## config.mk

```make
export PLATFORM = sky130hd
export DESIGN_NAME = detection_speed_governor
export DESIGN_NICKNAME = d
export VERILOG_FILES = /design/src/hdl/dsg_pkg.sv /design/src/hdl/detection_speed_governor.sv /design/src/hdl/dsg_cfg_regs.sv /design/src/hdl/dsg_core.sv
export SDC_FILE = /design/constraint.sdc
export NUM_CORES = 1
export LEC_CHECK = 0
export BUFFER_PORTS_ARGS = -buffer_cell sky130_fd_sc_hd__buf_2
export CAP_MARGIN = 20
export CORE_MARGIN = 2
export CORE_UTILIZATION = 50
export CTS_CLUSTER_DIAMETER = 150
export DETAILED_ROUTE_END_ITERATION = 16
export GPL_ROUTABILITY_DRIVEN = 1
export GPL_TIMING_DRIVEN = 0
export PLACE_DENSITY = 0.65
export SYNTH_ARGS = -nofsm -noshare
export SYNTH_HDL_FRONTEND = slang
export SYNTH_SLANG_ARGS = --single-unit
export TNS_END_PERCENT = 1
```

## constraint.sdc

```tcl
create_clock -name clk -period 5.3 [get_ports clk]
set_input_delay 0.795 -clock clk [delete_from_list [all_inputs] [get_ports clk]]
set_output_delay 0.795 -clock clk [all_outputs]
set_load 0.02 [all_outputs]
```

## src/hdl/dsg_pkg.sv

```systemverilog
// Shared types, codes and constants for the detection speed governor.
package dsg_pkg;

  localparam int HOLD_COUNT_WIDTH = 16;
  localparam int TICKS_W          = 16;
  localparam int SPEED_W          = 8;
  localparam int CMP_W            = (HOLD_COUNT_WIDTH > TICKS_W) ? HOLD_COUNT_WIDTH : TICKS_W;
  localparam int CFG_INDEX_W      = 3;
  localparam int CFG_DATA_W       = 16;

  localparam logic [TICKS_W-1:0] STOP_HOLD_RESET   = TICKS_W'(2000);
  localparam logic [TICKS_W-1:0] BUMP_HOLD_RESET   = TICKS_W'(4000);
  localparam logic [SPEED_W-1:0] BUMP_SPEED_RESET  = SPEED_W'(30);
  localparam logic [SPEED_W-1:0] LOW_SPEED_RESET   = SPEED_W'(36);
  localparam logic [SPEED_W-1:0] NORMAL_SPEED_RESET = SPEED_W'(60);
  localparam logic [SPEED_W-1:0] SPEED_AT_RESET    = SPEED_W'(60);

  typedef logic [HOLD_COUNT_WIDTH-1:0] hold_count_t;

  typedef enum logic [1:0] {
    FUNC_TICK   = 2'd0,
    FUNC_STATUS = 2'd1,
    FUNC_SIGN   = 2'd2
  } func_t;

  typedef enum logic [1:0] {
    US_CLEAR      = 2'd0,
    US_PEDESTRIAN = 2'd1,
    US_ABNORMAL   = 2'd2,
    US_IGNORED    = 2'd3
  } us_status_t;

  typedef enum logic [2:0] {
    SIGN_NONE   = 3'd0,
    SIGN_STOP   = 3'd1,
    SIGN_BUMP   = 3'd2,
    SIGN_LOW    = 3'd3,
    SIGN_NORMAL = 3'd4
  } sign_t;

  typedef enum logic [CFG_INDEX_W-1:0] {
    REG_STOP_HOLD    = 3'd0,
    REG_BUMP_HOLD    = 3'd1,
    REG_BUMP_SPEED   = 3'd2,
    REG_LOW_SPEED    = 3'd3,
    REG_NORMAL_SPEED = 3'd4
  } reg_index_t;

  typedef struct packed {
    logic [TICKS_W-1:0] stop_hold_ticks;
    logic [TICKS_W-1:0] bump_hold_ticks;
    logic [SPEED_W-1:0] bump_speed;
    logic [SPEED_W-1:0] low_speed;
    logic [SPEED_W-1:0] normal_speed;
  } cfg_t;

  typedef struct packed {
    logic [1:0] func;
    logic [1:0] us_status;
    logic [2:0] sign_class;
  } item_t;

endpackage

```

## src/hdl/detection_speed_governor.sv

```systemverilog
// Top level of the detection speed governor: input register, core and result register.
//
//  channel | direction | fields
//  in_     | slave     | tuser: func; tdata: us_status, sign_class
//  out_    | master    | tdata: req_speed (one beat per tick)
//  cfg_    | slave     | cfg_index selects the register, cfg_data is the value
//
// One input beat is taken per cycle while the output is not stalled; a beat is held in the
// input register while the core works on it; a tick's speed then goes to the result register.
// Reset is synchronous on rst_n and restores every state and control register.
// A stalled output register holds its beat and stops the input register advancing;
// in_tready is then low once the input register holds a beat. cfg_ready is always high.
module detection_speed_governor (
  input  logic                             clk,
  input  logic                             rst_n,
  input  logic                             in_tvalid,
  output logic                             in_tready,
  input  logic [7:0]                       in_tdata,   // [1:0] us_status, [4:2] sign_class
  input  logic [1:0]                       in_tuser,   // [1:0] func
  output logic                             out_tvalid,
  input  logic                             out_tready,
  output logic [7:0]                       out_tdata,  // [7:0] req_speed
  input  logic                             cfg_valid,
  output logic                             cfg_ready,
  input  logic [dsg_pkg::CFG_INDEX_W-1:0]  cfg_index,
  input  logic [dsg_pkg::CFG_DATA_W-1:0]   cfg_data
);

  dsg_pkg::cfg_t  cfg;
  dsg_pkg::item_t item_r, item_nxt;
  logic           in_valid_r, in_valid_nxt;
  logic           out_valid_r, out_valid_nxt;
  logic [7:0]     out_data_r, out_data_nxt;
  logic           out_free;
  logic           step;
  logic           res_valid;
  logic [dsg_pkg::SPEED_W-1:0] res_speed;

  assign cfg_ready = 1'b1;

  dsg_cfg_regs u_cfg (
    .clk      (clk),
    .rst_n    (rst_n),
    .wr_en    (cfg_valid),
    .wr_index (cfg_index),
    .wr_data  (cfg_data),
    .cfg      (cfg)
  );

  assign out_free  = !out_valid_r || out_tready;
  assign step      = in_valid_r && out_free;
  assign in_tready = !in_valid_r || out_free;

  always_comb begin
    item_nxt     = item_r;
    in_valid_nxt = in_valid_r;
    if (in_tready) begin
      in_valid_nxt = in_tvalid;
      item_nxt.func       = in_tuser;
      item_nxt.us_status  = in_tdata[1:0];
      item_nxt.sign_class = in_tdata[4:2];
    end
  end

  dsg_core u_core (
    .clk       (clk),
    .rst_n     (rst_n),
    .step      (step),
    .item      (item_r),
    .cfg       (cfg),
    .res_valid (res_valid),
    .res_speed (res_speed)
  );

  always_comb begin
    out_valid_nxt = out_valid_r;
    out_data_nxt  = out_data_r;
    if (out_free) begin
      out_valid_nxt = res_valid;
      out_data_nxt  = res_speed;
    end
  end

  always_ff @(posedge clk) begin
    if (!rst_n) begin
      in_valid_r  <= 1'b0;
      out_valid_r <= 1'b0;
    end else begin
      in_valid_r  <= in_valid_nxt;
      out_valid_r <= out_valid_nxt;
    end
  end

  always_ff @(posedge clk) begin
    item_r     <= item_nxt;
    out_data_r <= out_data_nxt;
  end

  assign out_tvalid = out_valid_r;
  assign out_tdata  = out_data_r;

endmodule

```

## src/hdl/dsg_cfg_regs.sv

```systemverilog
// Configuration register file of the detection speed governor.
module dsg_cfg_regs (
  input  logic                             clk,
  input  logic                             rst_n,
  input  logic                             wr_en,
  input  logic [dsg_pkg::CFG_INDEX_W-1:0]  wr_index,
  input  logic [dsg_pkg::CFG_DATA_W-1:0]   wr_data,
  output dsg_pkg::cfg_t                    cfg
);

  dsg_pkg::cfg_t cfg_r;
  dsg_pkg::cfg_t cfg_nxt;

  always_comb begin
    cfg_nxt = cfg_r;
    if (wr_en) begin
      case (dsg_pkg::reg_index_t'(wr_index))
        dsg_pkg::REG_STOP_HOLD:    cfg_nxt.stop_hold_ticks = wr_data;
        dsg_pkg::REG_BUMP_HOLD:    cfg_nxt.bump_hold_ticks = wr_data;
        dsg_pkg::REG_BUMP_SPEED:   cfg_nxt.bump_speed   = wr_data[dsg_pkg::SPEED_W-1:0];
        dsg_pkg::REG_LOW_SPEED:    cfg_nxt.low_speed    = wr_data[dsg_pkg::SPEED_W-1:0];
        dsg_pkg::REG_NORMAL_SPEED: cfg_nxt.normal_speed = wr_data[dsg_pkg::SPEED_W-1:0];
        default: ;
      endcase
    end
  end

  always_ff @(posedge clk) begin
    if (!rst_n) begin
      cfg_r.stop_hold_ticks <= dsg_pkg::STOP_HOLD_RESET;
      cfg_r.bump_hold_ticks <= dsg_pkg::BUMP_HOLD_RESET;
      cfg_r.bump_speed      <= dsg_pkg::BUMP_SPEED_RESET;
      cfg_r.low_speed       <= dsg_pkg::LOW_SPEED_RESET;
      cfg_r.normal_speed    <= dsg_pkg::NORMAL_SPEED_RESET;
    end else begin
      cfg_r <= cfg_nxt;
    end
  end

  assign cfg = cfg_r;

endmodule

```

## src/hdl/dsg_core.sv

```systemverilog
// Speed decision logic and governor state, updated once per processed beat.
module dsg_core (
  input  logic                          clk,
  input  logic                          rst_n,
  input  logic                          step,
  input  dsg_pkg::item_t                item,
  input  dsg_pkg::cfg_t                 cfg,
  output logic                          res_valid,
  output logic [dsg_pkg::SPEED_W-1:0]   res_speed
);

  logic [dsg_pkg::SPEED_W-1:0] speed_now_r,  speed_now_nxt;
  logic [dsg_pkg::SPEED_W-1:0] saved_obs_r,  saved_obs_nxt;
  logic [dsg_pkg::SPEED_W-1:0] saved_stop_r, saved_stop_nxt;
  logic [dsg_pkg::SPEED_W-1:0] saved_bump_r, saved_bump_nxt;
  dsg_pkg::hold_count_t        hold_count_r, hold_count_nxt;
  logic [1:0]                  status_r,     status_nxt;
  logic [2:0]                  sign_r,       sign_nxt;

  logic                        is_stop;
  logic [dsg_pkg::TICKS_W-1:0] hold_limit;
  logic [dsg_pkg::SPEED_W-1:0] hold_speed;
  logic [dsg_pkg::SPEED_W-1:0] hold_saved;
  logic [dsg_pkg::SPEED_W-1:0] hold_saved_new;
  logic                        hold_active;

  // Both timed holds share one counter and compare; the sign picks the operands.
  always_comb begin
    is_stop    = (dsg_pkg::sign_t'(sign_r) == dsg_pkg::SIGN_STOP);
    hold_limit = is_stop ? cfg.stop_hold_ticks : cfg.bump_hold_ticks;
    hold_speed = is_stop ? '0 : cfg.bump_speed;
    hold_saved = is_stop ? saved_stop_r : saved_bump_r;
    hold_saved_new = ((speed_now_r != hold_speed) && (hold_count_r == '0)) ?
                     speed_now_r : hold_saved;
    hold_active = (dsg_pkg::CMP_W'(hold_count_r) < dsg_pkg::CMP_W'(hold_limit));
  end

  always_comb begin
    speed_now_nxt  = speed_now_r;
    saved_obs_nxt  = saved_obs_r;
    saved_stop_nxt = saved_stop_r;
    saved_bump_nxt = saved_bump_r;
    hold_count_nxt = hold_count_r;
    status_nxt     = status_r;
    sign_nxt       = sign_r;
    res_valid      = 1'b0;

    if (step) begin
      case (dsg_pkg::func_t'(item.func))
        dsg_pkg::FUNC_STATUS: status_nxt = item.us_status;
        dsg_pkg::FUNC_SIGN: begin
          sign_nxt       = item.sign_class;
          hold_count_nxt = '0;
        end
        dsg_pkg::FUNC_TICK: begin
          res_valid = 1'b1;
          if (dsg_pkg::us_status_t'(status_r) == dsg_pkg::US_ABNORMAL) begin
            speed_now_nxt = '0;
          end else if (dsg_pkg::us_status_t'(status_r) == dsg_pkg::US_PEDESTRIAN) begin
            if (speed_now_r != '0) saved_obs_nxt = speed_now_r;
            speed_now_nxt = '0;
          end else if (saved_obs_r == '0) begin
            case (dsg_pkg::sign_t'(sign_r))
              dsg_pkg::SIGN_STOP, dsg_pkg::SIGN_BUMP: begin
                if (is_stop) saved_stop_nxt = hold_saved_new;
                else         saved_bump_nxt = hold_saved_new;
                if (hold_active) begin
                  speed_now_nxt = hold_speed;
                  if (hold_count_r != '1) hold_count_nxt = hold_count_r + 1'b1;
                end else begin
                  speed_now_nxt = hold_saved_new;
                end
              end
              dsg_pkg::SIGN_LOW:    speed_now_nxt = cfg.low_speed;
              dsg_pkg::SIGN_NORMAL: speed_now_nxt = cfg.normal_speed;
              default: ;
            endcase
          end else if (dsg_pkg::us_status_t'(status_r) == dsg_pkg::US_CLEAR) begin
            // Obstacle gone: bring back the speed saved when it appeared.
            speed_now_nxt = saved_obs_r;
            saved_obs_nxt = '0;
          end
        end
        default: ;
      endcase
    end
  end

  always_ff @(posedge clk) begin
    if (!rst_n) begin
      speed_now_r  <= dsg_pkg::SPEED_AT_RESET;
      saved_obs_r  <= '0;
      saved_stop_r <= '0;
      saved_bump_r <= '0;
      hold_count_r <= '0;
      status_r     <= '0;
      sign_r       <= '0;
    end else begin
      speed_now_r  <= speed_now_nxt;
      saved_obs_r  <= saved_obs_nxt;
      saved_stop_r <= saved_stop_nxt;
      saved_bump_r <= saved_bump_nxt;
      hold_count_r <= hold_count_nxt;
      status_r     <= status_nxt;
      sign_r       <= sign_nxt;
    end
  end

  assign res_speed = speed_now_nxt;

endmodule

```

* Word level (Yosys, flattened, before mapping)
Index checks and enable logic that the tools add are counted.
** Word-level totals
- Output and inout bits :: 11
- Logic and storage cells :: 96
- Register bits after elaboration :: 126
- Bits of input ports :: 34
** Operators by class
- Equality and inequality tests :: 22
- $lt $le $gt $ge :: 1
- $add $sub $neg :: 1
- Reduce and logical (&&, ||, !) cells :: 26
- Bitwise gates (word level) :: 3
- Muxes and demuxes :: 25
** Operators with widths (count)
- $mux 16 :: 7
- $mux 8 :: 14
- $pmux 16 s2 :: 1
- $pmux 8 s3 :: 1
- $add 16x1->16 const B :: 1
- $logic_not 16->1 :: 1
- $lt 16x16->1 :: 1
- $ne 16x16->1 const B :: 1
- $reduce_and 2->1 :: 7
- $reduce_and 7->1 :: 2
- $eq 3x2->1 const B :: 4
- $logic_not 8->1 :: 1
- $ne 2x1->1 const B :: 4
- $ne 2x2->1 const B :: 4
- $ne 8x8->1 :: 1
- $reduce_and 8->1 :: 1
- $reduce_bool 8->1 :: 1
- $eq 3x1->1 const B :: 2
- $eq 3x3->1 const B :: 2
- $reduce_and 6->1 :: 1
- $eq 2x1->1 const B :: 2
- $eq 2x2->1 const B :: 2
- $logic_not 2->1 :: 2
- $reduce_bool 2->1 :: 2
- 7 further kinds :: 13

* Logic depth before layout (Yosys ltp)
- Depth in word-level cells :: 12
- Depth in mapped cells :: 16
- Gate-level depth less buffers :: 10

* Modules after synthesis
Synthesis repeated with hierarchy kept, for this count alone.
** Second synthesis, totals
- Cells, all modules :: 737
- Area total of the unflattened synthesis :: 6690.2 µm²
** Modules (own cells, without submodules)
- dsg_core :: seq. area each 1061.0 µm², cells an instance 496, times used 1, area an instance 3928.8 µm²
- dsg_cfg_regs :: seq. area each 1121.1 µm², cells an instance 214, times used 1, area an instance 2205.9 µm²
- detection_speed_governor :: seq. area each 490.5 µm², cells an instance 27, times used 1, area an instance 555.5 µm²

* Least setup slack after synthesis
No wires, ideal clock.
- Path kind :: reg2reg
- Start point :: reg u_core.sign_r[2]
- End point :: reg u_core.hold_count_r[13]
- Data required time :: 5.230 ns
- Library setup time :: 0.070 ns
- Period minus slack after synthesis :: 4.129 ns
- Cell stages (with the launch flop) :: 16
- Data arrival time :: 4.059 ns
- Setup slack :: 1.171 ns
- Buffers on the path :: 5
- Path through :: dfxtp_1 -> buf_2 -> or3b_1 -> buf_2 -> buf_1 -> clkbuf_1 -> mux2i_1 -> ha_1 -> a211o_1 -> a41o_1 -> a221oi_2 -> nand3_2 -> o31a_1 -> buf_2 -> or4_1 -> a21oi_1
** Between the ends
- Longest elaborated chain between the ends :: 5
- Elaborated cells between the ends (all ways) :: 8
- Classes of those cells :: order compare: 1; eq/ne: 4; mux: 1; reduce/logical: 2
** RTL lines
- from (decl) :: line dsg_core.sv:18 : logic [2:0] sign_r, sign_nxt;
- from (signal assigned) :: line dsg_core.sv:105 : sign_r <= sign_nxt;
- $eq 3x1->1 :: line dsg_core.sv:29, dsg_core.sv:63
- $mux 16 :: line dsg_core.sv:30 : hold_limit = is_stop ? cfg.stop_hold_ticks : cfg.bump_hold_ticks;
- $lt 16x16->1 :: line dsg_core.sv:35 : hold_active = (dsg_pkg::CMP_W'(hold_count_r) < dsg_pkg::CMP_W'(hold_limit));
- $ne 2x1->1 (no line)
- $reduce_and 8->1 (no line) *
- to (signal assigned) :: line dsg_core.sv:103 : hold_count_r <= hold_count_nxt;
- to (decl) :: line dsg_core.sv:16 : dsg_pkg::hold_count_t hold_count_r, hold_count_nxt;
Mark *: on every way between the ends. The rest lies on a longest branch, timed or not.
A chain may end at the register's enable or synchronous reset.

* Worst setup path in the final report
Same ends and word-level chain as after synthesis.

==> reports/qor.csv <==
metric,value,unit
I/O pin total,45,
Setup crit start kind,flop,
area delta synth->final,14.9,%
asr flop ratio synth,0,%
core area,12700,µm²
Die Wd,119,µm
"Reg clk slew, reported paths",0.06,ns
via count,6476,
vias in the first global route,6295,
setup TNS,0,ns
final global-route overflow total,0,
Placer Congestion,0.976,
Synthesized Nets,866,
htree depth,4,
total CTS buffers,17,
Max Slew Vio Count,0,
synth unique cells,60,
Rel. slew slack,36.4,%
initial core utilization,51.6,%
Synth area leaders,"dfxtp_1, nand2_1, edfxtp_1",
fmax,0.205,GHz
die footprint,14000,µm²
Max Clock Skew,0.00529,ns
# nets final,925,
Root Driver,clkbuf_16,
DR iter-0 viols,486,
post-place setup slack,0.246,ns
CTS Sinks,126,
kind of critical path,flop to flop,
fin crit share,92.2,%
post-detail-place hpwl,14.7,mm
Post-route DRC,0,
"commonest non-fill, non-tap cells in the layout","nand2_1, dfxtp_1, a21oi_1",
mean post-synth cell area,8.08,µm²
Longest Clk Path Bufs,2,
vias per cell,6.13,
crit end category,flop,
Post-Route WL,20.2,mm
first-pass GRT wire length,32.3,mm
PwrDens,296,nW/µm²
initial antenna violation count,0,
diodes inserted,0,
wire length on met1,8.17,mm
share of cells above drive strength 1,10.4,%
Syn Inst Count,812,
hold buffers post-CTS,0,
final setup fails,0,
CP max FO,10,
overall power,2.23,mW
top_reg_cell synth,dfxtp_1,
Mapped Area,6560,µm²
largest net degree at the start of global routing,17,
Rows,41,
RSZ-0062 raised after global routing,false,
post-route ant nets,0,
Max IR drop VDD,0.194,mV
drt wl/cell,19.1,µm
met2 WL post-DR,9.81,mm
"commonest non-fill, non-tap cell in the layout",nand2_1,
P_leak,3.00,nW
Post-synth EDFFs,15,
register bit total from synthesis,126,
gr usage total,29.1,%
Synth top area share,33.9,%
DR pass1 iterations,5,
# placed instances,1024,
die height,119,µm
top layer in use,met4,
Hold Path Class,flop to flop,
Yosys Warn Count,0,
outcome,"finished, final reports clean",
Fin Hold WS,0.453,ns
R2R Setup Slk,0.41,ns
Final min period,4.89,ns
CP arrival,5.24,ns
fill cell count,1221,
setup ws final,0.412,ns
CTS tree,built,
required time worst endpoint,5.65,ns
Final Hold Vio Count,0,
"Clk Latency, worst-skew pair",0.42,ns
number of port buffers,39,
Max Cap Viol,0,
worst-margin pin slew,0.945,ns
post-synth top area cell,dfxtp_1,
fin cells,1056,
DR WL met3,1.39,mm
sequential area share after synthesis,40.7,%
==> sequential cells by signal, summed over array words and instances (netlist names) <==
name / count
in_valid_r: 1
item_r: 7
out_tdata: 8
out_tvalid: 1
u_cfg.cfg: 56
u_core.hold_count_r: 16
u_core.saved_bump_r: 8
u_core.saved_obs_r: 8
u_core.saved_stop_r: 8
u_core.sign_r: 3
u_core.speed_now_r: 8
u_core.status_r: 2
==> worst paths after layout <==
kind | startpoint | cells past startpoint | endpoint
worst min register to register | u_cfg.cfg[38] | 2 | u_cfg.cfg[38]
worst max-delay path | u_core.sign_r[2] | 15 | u_core.hold_count_r[13]
worst max register to register | u_core.sign_r[2] | 15 | u_core.hold_count_r[13]
worst min-delay path | u_cfg.cfg[38] | 2 | u_cfg.cfg[38]
==> layer usage <==
layer  global-route usage [%]  vias up
met5                        0        -
met1                     34.6     3066
met4                     14.4        0
met3                     6.03       59
met2                     49.7      267
li1                         -     3084
==> kinds of logic after synthesis <==
kind of cell / count (synthesis) / synth area share (%)
simple gates: 349 / 24.6
compound gates: 210 / 21.3
flops: 126 / 40.7
buf+inv: 72 / 4.33
mux: 33 / 5.04
fa+ha+maj: 20 / 3.82
other cells: 1 / 0.0572
xor+xnor: 1 / 0.134
==> synthesized netlist by cell type (6+ instances only) <==
master,number
a211oi_1,9
a21oi_1,84
a22oi_1,9
a31oi_1,8
and3_1,17
buf_2,8
clkbuf_1,42
dfxtp_1,111
edfxtp_1,15
ha_1,20
inv_1,17
mux2i_1,33
nand2_1,187
nand2b_1,6
nand3_1,48
nor2_1,37
nor4_1,6
o211ai_1,17
o21ai_0,17
o22a_1,15
o31ai_1,8
or4_1,12
==> repair_timing <==
item	CTS	global route
buffers inserted	0	0
endpoints found under the hold margin	0	0
setup endpoints to repair	0	3
gates resized for setup	0	2
==> power breakdown <==
part | internal [mW] | switching (mW) | leakage, nW
Clock | 0.676 | 0.425 | 0.279
Sequential | 0.982 | 0.0122 | 1.05
Combinational | 0.0450 | 0.0918 | 1.67
==> through the flow <==
stage          utilization [%]  area [µm²]
6_report                  59.2        7540
2_1_floorplan                -        6560
3_3_place_gp              54.8        6970
3_5_place_dp              54.8        6970
5_1_grt                   59.2        7540
4_1_cts                   59.2        7530
==> layout make-up <==
| type | instances | area (µm²) | share of cell area (%) |
|---|---|---|---|
| Clock inverter | 11 | 90.1 | 1.20 |
| Inverter | 17 | 63.8 | 0.847 |
| Timing Repair Buffer | 40 | 200 | 2.66 |
| Multi-Input combinational cell | 614 | 3600 | 47.8 |
| Buffer | 55 | 221 | 2.94 |
| Clock buffer | 21 | 470 | 6.24 |
| Sequential cell | 126 | 2670 | 35.5 |
| Tap cell | 172 | 215 | 2.86 |
==> worst max-delay path, cell delays in order, from the launching register on <==
cell	delay, ns
dfxtp_1	0.30
buf_2	0.18
or3b_1	0.12
buf_2	0.22
buf_1	0.56
clkbuf_2	0.44
mux2i_1	0.32
ha_1	0.28
and3_1	0.20
a41o_1	0.25
a221oi_2	0.31
nand3_2	0.29
o31a_1	0.45
buf_2	0.21
or4_1	0.52
a21oi_1	0.15
No activity file was read; power rests on OpenSTA's default activity.
